## src/rtl/wavhp_pkg.sv

```systemverilog
// Shared types, tags and constants for the RIFF/WAVE header parser.
package wavhp_pkg;

	localparam logic [31:0] TAG_RIFF = 32'h52494646;
	localparam logic [31:0] TAG_WAVE = 32'h57415645;
	localparam logic [31:0] TAG_FMT  = 32'h666D7420;
	localparam logic [31:0] TAG_DATA = 32'h64617461;

	localparam logic [31:0] FMT_BODY_LEN = 32'd16;
	localparam int          DUR_W        = 42;
	localparam int          CNT_W        = $clog2(DUR_W);
	localparam logic [9:0]  MS_PER_S     = 10'd1000;

	// Parse phases; the codes past PH_DONE are never entered
	typedef enum logic [2:0] {
		PH_RIFF = 3'd0,
		PH_HDR  = 3'd1,
		PH_FMT  = 3'd2,
		PH_SKIP = 3'd3,
		PH_DONE = 3'd4
	} phase_t;

	// Divider sequencer states
	typedef enum logic [1:0] {
		DIV_IDLE = 2'd0,
		DIV_MUL  = 2'd1,
		DIV_STEP = 2'd2,
		DIV_DONE = 2'd3
	} div_state_t;

	// Everything the parser hands over when a parse ends
	typedef struct packed {
		logic        header_ok;
		logic        format_found;
		logic        data_seen;
		logic [15:0] channels;
		logic [31:0] rate;
		logic [31:0] byte_rate;
		logic [15:0] width;
		logic [31:0] data_len;
	} wavhp_result_t;

endpackage

```

## src/rtl/wavhp_parser.sv

```systemverilog
// Byte-serial chunk walker: header check, fmt capture, chunk skipping.
module wavhp_parser import wavhp_pkg::*; (
	input  logic          clk,
	input  logic          arst_n,
	input  logic          byte_valid,
	input  logic [7:0]    file_byte,
	input  logic          last_byte,
	output logic          emit,
	output wavhp_result_t result
);

	phase_t      phase_q, phase_n;
	logic [3:0]  pos_q, pos_n;
	logic [32:0] skip_q, skip_n;
	logic [31:0] tag_q, tag_n;
	logic [31:0] len_q, len_n;
	logic [15:0] chan_q, chan_n;
	logic [31:0] rate_q, rate_n;
	logic [31:0] brate_q, brate_n;
	logic [15:0] width_q, width_n;
	logic [2:0]  flags_q, flags_n;
	logic [15:0] st_chan_q, st_chan_n;
	logic [31:0] st_rate_q, st_rate_n;
	logic [31:0] st_brate_q, st_brate_n;
	logic [15:0] st_width_q, st_width_n;
	logic        done;
	logic        live;

	// Hold the parse state; advance one byte per accepted beat
	always_ff @(posedge clk or negedge arst_n) begin
		if (!arst_n) begin
			phase_q    <= PH_RIFF;
			pos_q      <= '0;
			skip_q     <= '0;
			tag_q      <= '0;
			len_q      <= '0;
			chan_q     <= '0;
			rate_q     <= '0;
			brate_q    <= '0;
			width_q    <= '0;
			flags_q    <= '0;
			st_chan_q  <= '0;
			st_rate_q  <= '0;
			st_brate_q <= '0;
			st_width_q <= '0;
		end else if (byte_valid) begin
			phase_q    <= phase_n;
			pos_q      <= pos_n;
			skip_q     <= skip_n;
			tag_q      <= tag_n;
			len_q      <= len_n;
			chan_q     <= chan_n;
			rate_q     <= rate_n;
			brate_q    <= brate_n;
			width_q    <= width_n;
			flags_q    <= flags_n;
			st_chan_q  <= st_chan_n;
			st_rate_q  <= st_rate_n;
			st_brate_q <= st_brate_n;
			st_width_q <= st_width_n;
		end
	end

	// Work out the next state for the current byte
	always_comb begin
		phase_n    = phase_q;
		pos_n      = pos_q;
		skip_n     = skip_q;
		tag_n      = tag_q;
		len_n      = len_q;
		chan_n     = chan_q;
		rate_n     = rate_q;
		brate_n    = brate_q;
		width_n    = width_q;
		flags_n    = flags_q;
		st_chan_n  = st_chan_q;
		st_rate_n  = st_rate_q;
		st_brate_n = st_brate_q;
		st_width_n = st_width_q;
		done       = 1'b0;
		live       = 1'b1;

		case (phase_q)
			PH_RIFF: begin
				tag_n = {tag_q[23:0], file_byte};
				// remember whether the first tag matched
				if (pos_q == 4'd3) begin
					skip_n = (tag_n == TAG_RIFF) ? 33'd1 : 33'd0;
				end
				if (pos_q >= 4'd11) begin
					if (skip_n == 33'd1 && tag_n == TAG_WAVE) begin
						flags_n[0] = 1'b1;
						phase_n    = PH_HDR;
					end else begin
						done = 1'b1;
					end
					skip_n = '0;
					pos_n  = '0;
				end else begin
					pos_n = pos_q + 4'd1;
				end
			end
			PH_HDR: begin
				if (pos_q < 4'd4) begin
					tag_n = {tag_q[23:0], file_byte};
				end else if (pos_q == 4'd4) begin
					len_n = {24'd0, file_byte};
				end else begin
					len_n[{pos_q[1:0], 3'b000} +: 8] = file_byte;
				end
				if (pos_q >= 4'd7) begin
					pos_n = '0;
					if (tag_n == TAG_FMT) begin
						if (len_n < FMT_BODY_LEN) begin
							done = 1'b1;
						end else begin
							skip_n = (len_n > FMT_BODY_LEN)
								? {1'b0, len_n - FMT_BODY_LEN} + {32'd0, len_n[0]}
								: 33'd0;
							phase_n = PH_FMT;
						end
					end else if (tag_n == TAG_DATA) begin
						flags_n[2] = 1'b1;
						done       = 1'b1;
					end else begin
						skip_n  = {1'b0, len_n} + {32'd0, len_n[0]};
						phase_n = (skip_n != 33'd0) ? PH_SKIP : PH_HDR;
					end
				end else begin
					pos_n = pos_q + 4'd1;
				end
			end
			PH_FMT: begin
				// stage the body fields byte by byte
				case (pos_q)
					4'd2:                begin st_chan_n = {8'd0, file_byte}; end
					4'd3:                begin st_chan_n[15:8] = file_byte; end
					4'd4:                begin st_rate_n = {24'd0, file_byte}; end
					4'd5, 4'd6, 4'd7:    begin
						st_rate_n[{pos_q[1:0], 3'b000} +: 8] = file_byte;
					end
					4'd8:                begin st_brate_n = {24'd0, file_byte}; end
					4'd9, 4'd10, 4'd11:  begin
						st_brate_n[{pos_q[1:0], 3'b000} +: 8] = file_byte;
					end
					4'd14:               begin st_width_n = {8'd0, file_byte}; end
					4'd15:               begin st_width_n[15:8] = file_byte; end
					default:             begin end
				endcase
				// commit the body once all of it is in
				if (pos_q == 4'd15) begin
					chan_n     = st_chan_n;
					rate_n     = st_rate_n;
					brate_n    = st_brate_n;
					width_n    = st_width_n;
					flags_n[1] = 1'b1;
					pos_n      = '0;
					phase_n    = (skip_q != 33'd0) ? PH_SKIP : PH_HDR;
				end else begin
					pos_n = pos_q + 4'd1;
				end
			end
			PH_SKIP: begin
				if (skip_q != 33'd0) begin
					skip_n = skip_q - 33'd1;
				end
				if (skip_n == 33'd0) begin
					phase_n = PH_HDR;
				end
			end
			default: begin
				// parse over: drop bytes until the file ends
				live = 1'b0;
			end
		endcase

		emit = live && (done || last_byte);

		// result reflects the state after this byte
		result.header_ok    = flags_n[0];
		result.format_found = flags_n[1];
		result.data_seen    = flags_n[2];
		result.channels     = chan_n;
		result.rate         = rate_n;
		result.byte_rate    = brate_n;
		result.width        = width_n;
		result.data_len     = len_n;

		// start over on the last byte, else park once the parse ends
		if (last_byte) begin
			phase_n    = PH_RIFF;
			pos_n      = '0;
			skip_n     = '0;
			tag_n      = '0;
			len_n      = '0;
			chan_n     = '0;
			rate_n     = '0;
			brate_n    = '0;
			width_n    = '0;
			flags_n    = '0;
			st_chan_n  = '0;
			st_rate_n  = '0;
			st_brate_n = '0;
			st_width_n = '0;
		end else if (done) begin
			phase_n = PH_DONE;
		end
	end

endmodule

```

## src/rtl/wavhp_divider.sv

```systemverilog
// Multiply-then-divide unit: data length times 1000 over byte rate.
module wavhp_divider import wavhp_pkg::*; (
	input  logic             clk,
	input  logic             arst_n,
	input  logic             start,
	input  logic [31:0]      data_len,
	input  logic [31:0]      byte_rate,
	output logic             busy,
	output logic             done,
	output logic [DUR_W-1:0] quotient
);

	div_state_t       state_q, state_n;
	logic [CNT_W-1:0] cnt_q;
	logic [31:0]      len_q;
	logic [31:0]      div_q;
	logic [DUR_W-1:0] quo_q;
	logic [31:0]      rem_q;
	logic [32:0]      rem_sh;
	logic             fits;

	// Hold the sequencer state
	always_ff @(posedge clk or negedge arst_n) begin
		if (!arst_n) begin
			state_q <= DIV_IDLE;
		end else begin
			state_q <= state_n;
		end
	end

	// Step through load, multiply, one quotient bit per cycle, finish
	always_comb begin
		state_n = state_q;
		case (state_q)
			DIV_IDLE: begin
				if (start) begin
					state_n = DIV_MUL;
				end
			end
			DIV_MUL: begin
				state_n = DIV_STEP;
			end
			DIV_STEP: begin
				if (cnt_q == CNT_W'(DUR_W - 1)) begin
					state_n = DIV_DONE;
				end
			end
			DIV_DONE: begin
				state_n = DIV_IDLE;
			end
			default: begin
				state_n = DIV_IDLE;
			end
		endcase
	end

	// Shift in the next dividend bit and try the subtract
	assign rem_sh = {rem_q, quo_q[DUR_W-1]};
	assign fits   = rem_sh >= {1'b0, div_q};

	// Advance the datapath
	always_ff @(posedge clk or negedge arst_n) begin
		if (!arst_n) begin
			cnt_q <= '0;
		end else begin
			case (state_q)
				DIV_MUL:  begin cnt_q <= '0; end
				DIV_STEP: begin cnt_q <= cnt_q + CNT_W'(1); end
				default:  begin end
			endcase
		end
	end

	always_ff @(posedge clk) begin
		case (state_q)
			DIV_IDLE: begin
				if (start) begin
					len_q <= data_len;
					div_q <= byte_rate;
				end
			end
			DIV_MUL: begin
				quo_q <= DUR_W'(len_q) * DUR_W'(MS_PER_S);
				rem_q <= '0;
			end
			DIV_STEP: begin
				if (fits) begin
					rem_q <= 32'(rem_sh - {1'b0, div_q});
				end else begin
					rem_q <= rem_sh[31:0];
				end
				quo_q <= {quo_q[DUR_W-2:0], fits};
			end
			default: begin end
		endcase
	end

	assign busy     = state_q != DIV_IDLE;
	assign done     = state_q == DIV_DONE;
	assign quotient = quo_q;

endmodule

```

## src/rtl/wav_header_parser.sv

```systemverilog
// Timing: bytes are taken one per cycle while the parse runs; the result is shown in
// the cycle after the ending byte, or after the divider's load, multiply, 42 quotient
// steps and finish when a duration is computed. Throughput: 1 byte per cycle; input
// stalls while a result waits and while the divider runs, more under out_stall.
// Reset: arst_n clears the sequencer, the divider and the output beat at once;
// the parser returns to the RIFF header phase with all held fields zero.
module wav_header_parser import wavhp_pkg::*; (
	input  logic             clk,
	input  logic             arst_n,
	input  logic             in_valid,
	output logic             in_stall,
	input  logic [7:0]       file_byte,
	input  logic             last_byte,
	output logic             out_valid,
	input  logic             out_stall,
	output logic             header_ok,
	output logic             format_found,
	output logic [15:0]      channel_count,
	output logic [31:0]      sample_rate,
	output logic [15:0]      bits_per_sample,
	output logic             duration_found,
	output logic [DUR_W-1:0] duration_ms
);

	logic             accept;
	logic             emit;
	wavhp_result_t    result;
	logic             dur_ok;
	logic             div_start;
	logic             div_busy;
	logic             div_done;
	logic [DUR_W-1:0] quotient;
	logic             out_valid_q;
	logic             header_ok_q;
	logic             format_found_q;
	logic [15:0]      channel_count_q;
	logic [31:0]      sample_rate_q;
	logic [15:0]      bits_per_sample_q;
	logic             duration_found_q;
	logic [DUR_W-1:0] duration_ms_q;

	// Hold off input while a duration is worked out or a result waits
	assign in_stall  = div_busy || out_valid_q;
	assign accept    = in_valid && !in_stall;
	assign dur_ok    = result.data_seen && (result.byte_rate != 32'd0);
	assign div_start = accept && emit && dur_ok;

	wavhp_parser u_parser (
		.clk        (clk),
		.arst_n     (arst_n),
		.byte_valid (accept),
		.file_byte  (file_byte),
		.last_byte  (last_byte),
		.emit       (emit),
		.result     (result)
	);

	wavhp_divider u_divider (
		.clk       (clk),
		.arst_n    (arst_n),
		.start     (div_start),
		.data_len  (result.data_len),
		.byte_rate (result.byte_rate),
		.busy      (div_busy),
		.done      (div_done),
		.quotient  (quotient)
	);

	// Raise the output beat when the result is complete, drop it when taken
	always_ff @(posedge clk or negedge arst_n) begin
		if (!arst_n) begin
			out_valid_q <= 1'b0;
		end else if (accept && emit && !dur_ok) begin
			out_valid_q <= 1'b1;
		end else if (div_done) begin
			out_valid_q <= 1'b1;
		end else if (out_valid_q && !out_stall) begin
			out_valid_q <= 1'b0;
		end
	end

	// Capture result fields at the end of the parse
	always_ff @(posedge clk) begin
		if (accept && emit) begin
			header_ok_q       <= result.header_ok;
			format_found_q    <= result.format_found;
			channel_count_q   <= result.channels;
			sample_rate_q     <= result.rate;
			bits_per_sample_q <= result.width;
			duration_found_q  <= dur_ok;
			duration_ms_q     <= '0;
		end else if (div_done) begin
			duration_ms_q <= quotient;
		end
	end

	assign out_valid       = out_valid_q;
	assign header_ok       = header_ok_q;
	assign format_found    = format_found_q;
	assign channel_count   = channel_count_q;
	assign sample_rate     = sample_rate_q;
	assign bits_per_sample = bits_per_sample_q;
	assign duration_found  = duration_found_q;
	assign duration_ms     = duration_ms_q;

endmodule
```

## config.mk

```make
export PLATFORM = sky130hd
export DESIGN_NAME = wav_header_parser
export DESIGN_NICKNAME = d
export VERILOG_FILES = /design/src/rtl/wavhp_pkg.sv /design/src/rtl/wavhp_parser.sv /design/src/rtl/wavhp_divider.sv /design/src/rtl/wav_header_parser.sv
export SDC_FILE = /design/constraint.sdc
export NUM_CORES = 2
export LEC_CHECK = 0
export BUFFER_PORTS_ARGS = -buffer_cell sky130_fd_sc_hd__buf_2
export CORE_MARGIN = 3
export CORE_UTILIZATION = 55
export CTS_BUF_LIST = sky130_fd_sc_hd__clkbuf_2 sky130_fd_sc_hd__clkbuf_4 sky130_fd_sc_hd__clkbuf_8
export DETAILED_ROUTE_END_ITERATION = 7
export PLACE_DENSITY = 0.72
export REMOVE_ABC_BUFFERS = 1
export SLEW_MARGIN = 15
export SYNTH_ARGS = -nofsm -noshare
export SYNTH_HDL_FRONTEND = slang
export SYNTH_SLANG_ARGS = --single-unit
export TNS_END_PERCENT = 20
```

## constraint.sdc

```tcl
create_clock -name clk -period 19.6 [get_ports clk]
set_input_delay 5.88 -clock clk [delete_from_list [all_inputs] [get_ports clk]]
set_output_delay 5.88 -clock clk [all_outputs]
set_load 0.03 [all_outputs]
```

==> impl_metrics.yaml <==
status:
  status: "complete, no violations"
floorplanning:
  io_count: 124
  core_um2: 62300
  initial_core_util_pct: 56.1
  die-area_um2: 66600
  die_span_y_um: 258
  dieWidth_um: 258
  rows: 91
place:
  placedInstanceArea_um2: 36200
  dp_hpwl_mm: 73.5
  dp.cells: 4407
  dpl_worst_slack_ps: 8820
  buffer_ports.inserted: 123
  place_congestion: 1.00
timing:
  timing.setup.tns_ps: 0
  fmax_mhz: 98.4
  timing.final.setup_violations: 0
  hold-worst-slack_ps: 484
  maxSlewHeadroom_pct: 24.1
  final-hold-violation-count: 0
  rsz0062_at_grt: "no"
  slew_viol_final: 0
  layout_min_cycle_time_ps: 10170
  final.setup.worst_slack_ps: 9430
  fin_skew_ps: 67.6
  min_period_over_period_pct: 51.9
  worst-slew-pin-transition_ps: 1130
drt:
  vias: 28985
  drt-wirelength-per-cell_um: 22.7
  drtIter0Drc: 3137
  drt_pass1_iterations: 6
  drt-total-wl_mm: 104
  routed_via_density: 6.32
  drt_drc_violations_left: 0
  detail-route-antenna-nets: 0
grt:
  use_met1_pct: 44.1
  grt_remaining_overflow: 0
  grtUsageTotal_pct: 31.1
  gr-max-usage-layer: "met2"
  globalRouteMet2Util_pct: 46.9
  grt_first_pass_wirelength_mm: 164
  number_of_global_route_vias_before_repair: 27992
  grt_max_degree: 118
  global_route.usage.met3_pct: 4.62
  number_of_antenna_violations_at_the_first_check_in_global_routing: 2
cells_and_area:
  drive_gt1_share_pct: 10.9
  filler_cell_count: 5269
  multi_input_area_um2: 19200
  final_cell_area_um2: 38300
  mostFrequentLayoutCells: "sky130_fd_sc_hd__nand2_1 (459), sky130_fd_sc_hd__o21ai_0 (343), sky130_fd_sc_hd__dfrtp_1 (300)"
  seq_area_um2: 14500
  design.final.nets: 3934
  final_cells: 4584
  synthToLayoutAreaGrowth_pct: 9.66
  layout.cells.most_common: "sky130_fd_sc_hd__nand2_1"
clock_tree:
  cts-root-buf: "sky130_fd_sc_hd__clkbuf_8"
  post_cts.repair.setup_buffers: 0
  cts-resized-gates: 0
  insertion_delay_ps: 740
  cts-buffers-inserted: 94
  cts_tree: "yes"
  hold_buffers: 0
  clock_path_buffers: 3
  clock_sink_count: 547
  h-tree-depth: 3
  path_clk_slew_ps: 60
logic_synthesis:
  ys_types: 97
  synth_enable_flop_cells: 205
  ys_async_sr_fraction_pct: 54.8
  synth-main-ff-cell: "sky130_fd_sc_hd__dfrtp_1"
  postSynthRegisterBits: 547
  seq_area_frac_synth_pct: 41.5
  syn_area_per_cell_um2: 9.65
  cell_count_after_synthesis: 3621
  post_synth_instance_area_um2: 34900
  yosys_warnings: 0
setup_path:
  startpoint_class_of_the_critical_path: "input port"
  critical_path.endpoint_type: "flip-flop"
  timing.critical_path.arrival_ps: 10520
  reg2reg_slack_ps: 12880
  rr_worst_depth: 19
  regToRegEndpoint: "u_parser.skip_q[31]$_DFFE_PN0P_"
  startpoint_of_the_lowest_slack_register_to_register_path: "u_parser.pos_q[1]$_DFFE_PN0P_"
  timing.setup.critical_path_class: "input port to flip-flop"
  critical_path_required_ps: 19950
  worst-path-max-fanout: 63
min_path:
  worst_hold_path.num_cells: 2
  worst_hold_startpoint: "u_parser.st_brate_q[22]$_DFFE_PN0P_"
  worst_hold_path_type: "flip-flop to flip-flop"
  worst_hold_endpoint: "u_parser.st_brate_q[22]$_DFFE_PN0P_"
power:
  p_leak_uw: 0.0159
  worst_ir_drop_vdd_v: 0.0000431
  power_per_cell_area_nw_per_um2: 71.3
job:
  max_cap_viol_count: 0
## final cells by class
cell class	instances	area share, %
flip-flops and latches	547	37.9
clock inverters	32	0.840
repair buffers	178	2.74
clock buffers	144	4.57
well taps	837	2.73
inverters	124	1.22
diodes	1	0.00653
multi-input cells	2721	50.0
## synthesized netlist by cell type (41+ instances only)
cell type / count / share of area [%]
sky130_fd_sc_hd__nand2_1: 460 / 4.9
sky130_fd_sc_hd__o21ai_0: 344 / 4.9
sky130_fd_sc_hd__dfrtp_1: 300 / 21
sky130_fd_sc_hd__nor2_1: 238 / 2.6
sky130_fd_sc_hd__edfxtp_1: 205 / 18
sky130_fd_sc_hd__clkbuf_1: 203 / 2.2
sky130_fd_sc_hd__a22o_1: 170 / 4.3
sky130_fd_sc_hd__a21oi_1: 162 / 2.3
sky130_fd_sc_hd__ha_1: 136 / 4.9
sky130_fd_sc_hd__inv_1: 121 / 1.3
sky130_fd_sc_hd__fa_1: 119 / 6.8
sky130_fd_sc_hd__xnor2_1: 101 / 2.5
sky130_fd_sc_hd__mux2i_1: 85 / 2.4
sky130_fd_sc_hd__a22oi_1: 73 / 1.6
sky130_fd_sc_hd__nor3_1: 69 / 0.99
sky130_fd_sc_hd__a21o_1: 50 / 1.1
sky130_fd_sc_hd__nor2b_1: 43 / 0.77
sky130_fd_sc_hd__dfxtp_1: 42 / 2.4
sky130_fd_sc_hd__nand3_1: 41 / 0.59
## state kept, by name, indices dropped and copies added (netlist names), 32 cells and up
| name | cells |
|---|---|
| u_divider.len_q | 32 |
| u_divider.rem_q | 32 |
| sample_rate | 32 |
| u_divider.quotient | 42 |
| u_parser.rate_q | 32 |
| u_parser.len_q | 32 |
| u_parser.st_rate_q | 32 |
| u_parser.brate_q | 32 |
| duration_ms | 42 |
| u_parser.tag_q | 32 |
| u_divider.div_q | 32 |
| u_parser.st_brate_q | 32 |
| u_parser.skip_q | 33 |
## how the worst max path moves through the flow
stage | slack, ps | endpoint | startpoint | cells after the start
after floorplan | 6260 | u_parser.st_chan_q[0]$_DFFE_PN0P_ | in_valid | 6
after global placement | 8890 | u_parser.skip_q[31]$_DFFE_PN0P_ | file_byte[4] | 17
after detailed placement | 8820 | u_parser.skip_q[31]$_DFFE_PN0P_ | file_byte[4] | 17
after CTS | 9580 | u_parser.skip_q[31]$_DFFE_PN0P_ | file_byte[4] | 17
after global routing | 9130 | sample_rate[24]$_DFFE_PP_ | file_byte[0] | 13
final | 9430 | sample_rate[31]$_DFFE_PP_ | file_byte[0] | 13
## power by group
part | internal [µW] | switching, µW
sequential | 1220 | 31.8
combinational | 101 | 240
clock | 630 | 508
total | 1950 | 780
## critical path: stages
cell and delay, ps:
sky130_fd_sc_hd__buf_2 90, sky130_fd_sc_hd__buf_4 220, sky130_fd_sc_hd__nand4bb_1 160, sky130_fd_sc_hd__and2_1 220, sky130_fd_sc_hd__o21ai_0 180, sky130_fd_sc_hd__a211oi_1 640, sky130_fd_sc_hd__nand4b_1 400, sky130_fd_sc_hd__o41ai_1 590
sky130_fd_sc_hd__a221oi_1 170, sky130_fd_sc_hd__nor2_1 190, sky130_fd_sc_hd__nand2_1 260, sky130_fd_sc_hd__inv_4 680, sky130_fd_sc_hd__buf_4 710
## per-stage QoR
step	util [%]	power, µW
6_report	61.5	2730
5_1_grt	61.5	2830
4_1_cts	61.5	2740
3_5_place_dp	58.2	1600
3_3_place_gp	58.2	1600
2_1_floorplan	-	1470
## per-layer routing
metal,vias to the layer above,routed length (µm)
met5,-,14
met4,2,5830
met3,264,7370
met2,1245,45800
met1,14109,45200
li1,13365,-
## logic make-up (layout without fill, tap and decap cells)
kind of cell,count (synthesis),count (layout),synth area share [%]
and+or+nand+nor,1136,1136,15.6
AOI/OAI and AO/OA,1095,1095,21.0
DFF,547,547,41.5
buffers and inverters,353,478,3.92
adders and majority gates,255,255,11.7
xor gates and xnor gates,140,140,3.51
muxes,95,95,2.76
other,0,1,0
Note: power is estimated with default switching activity, not from simulation.
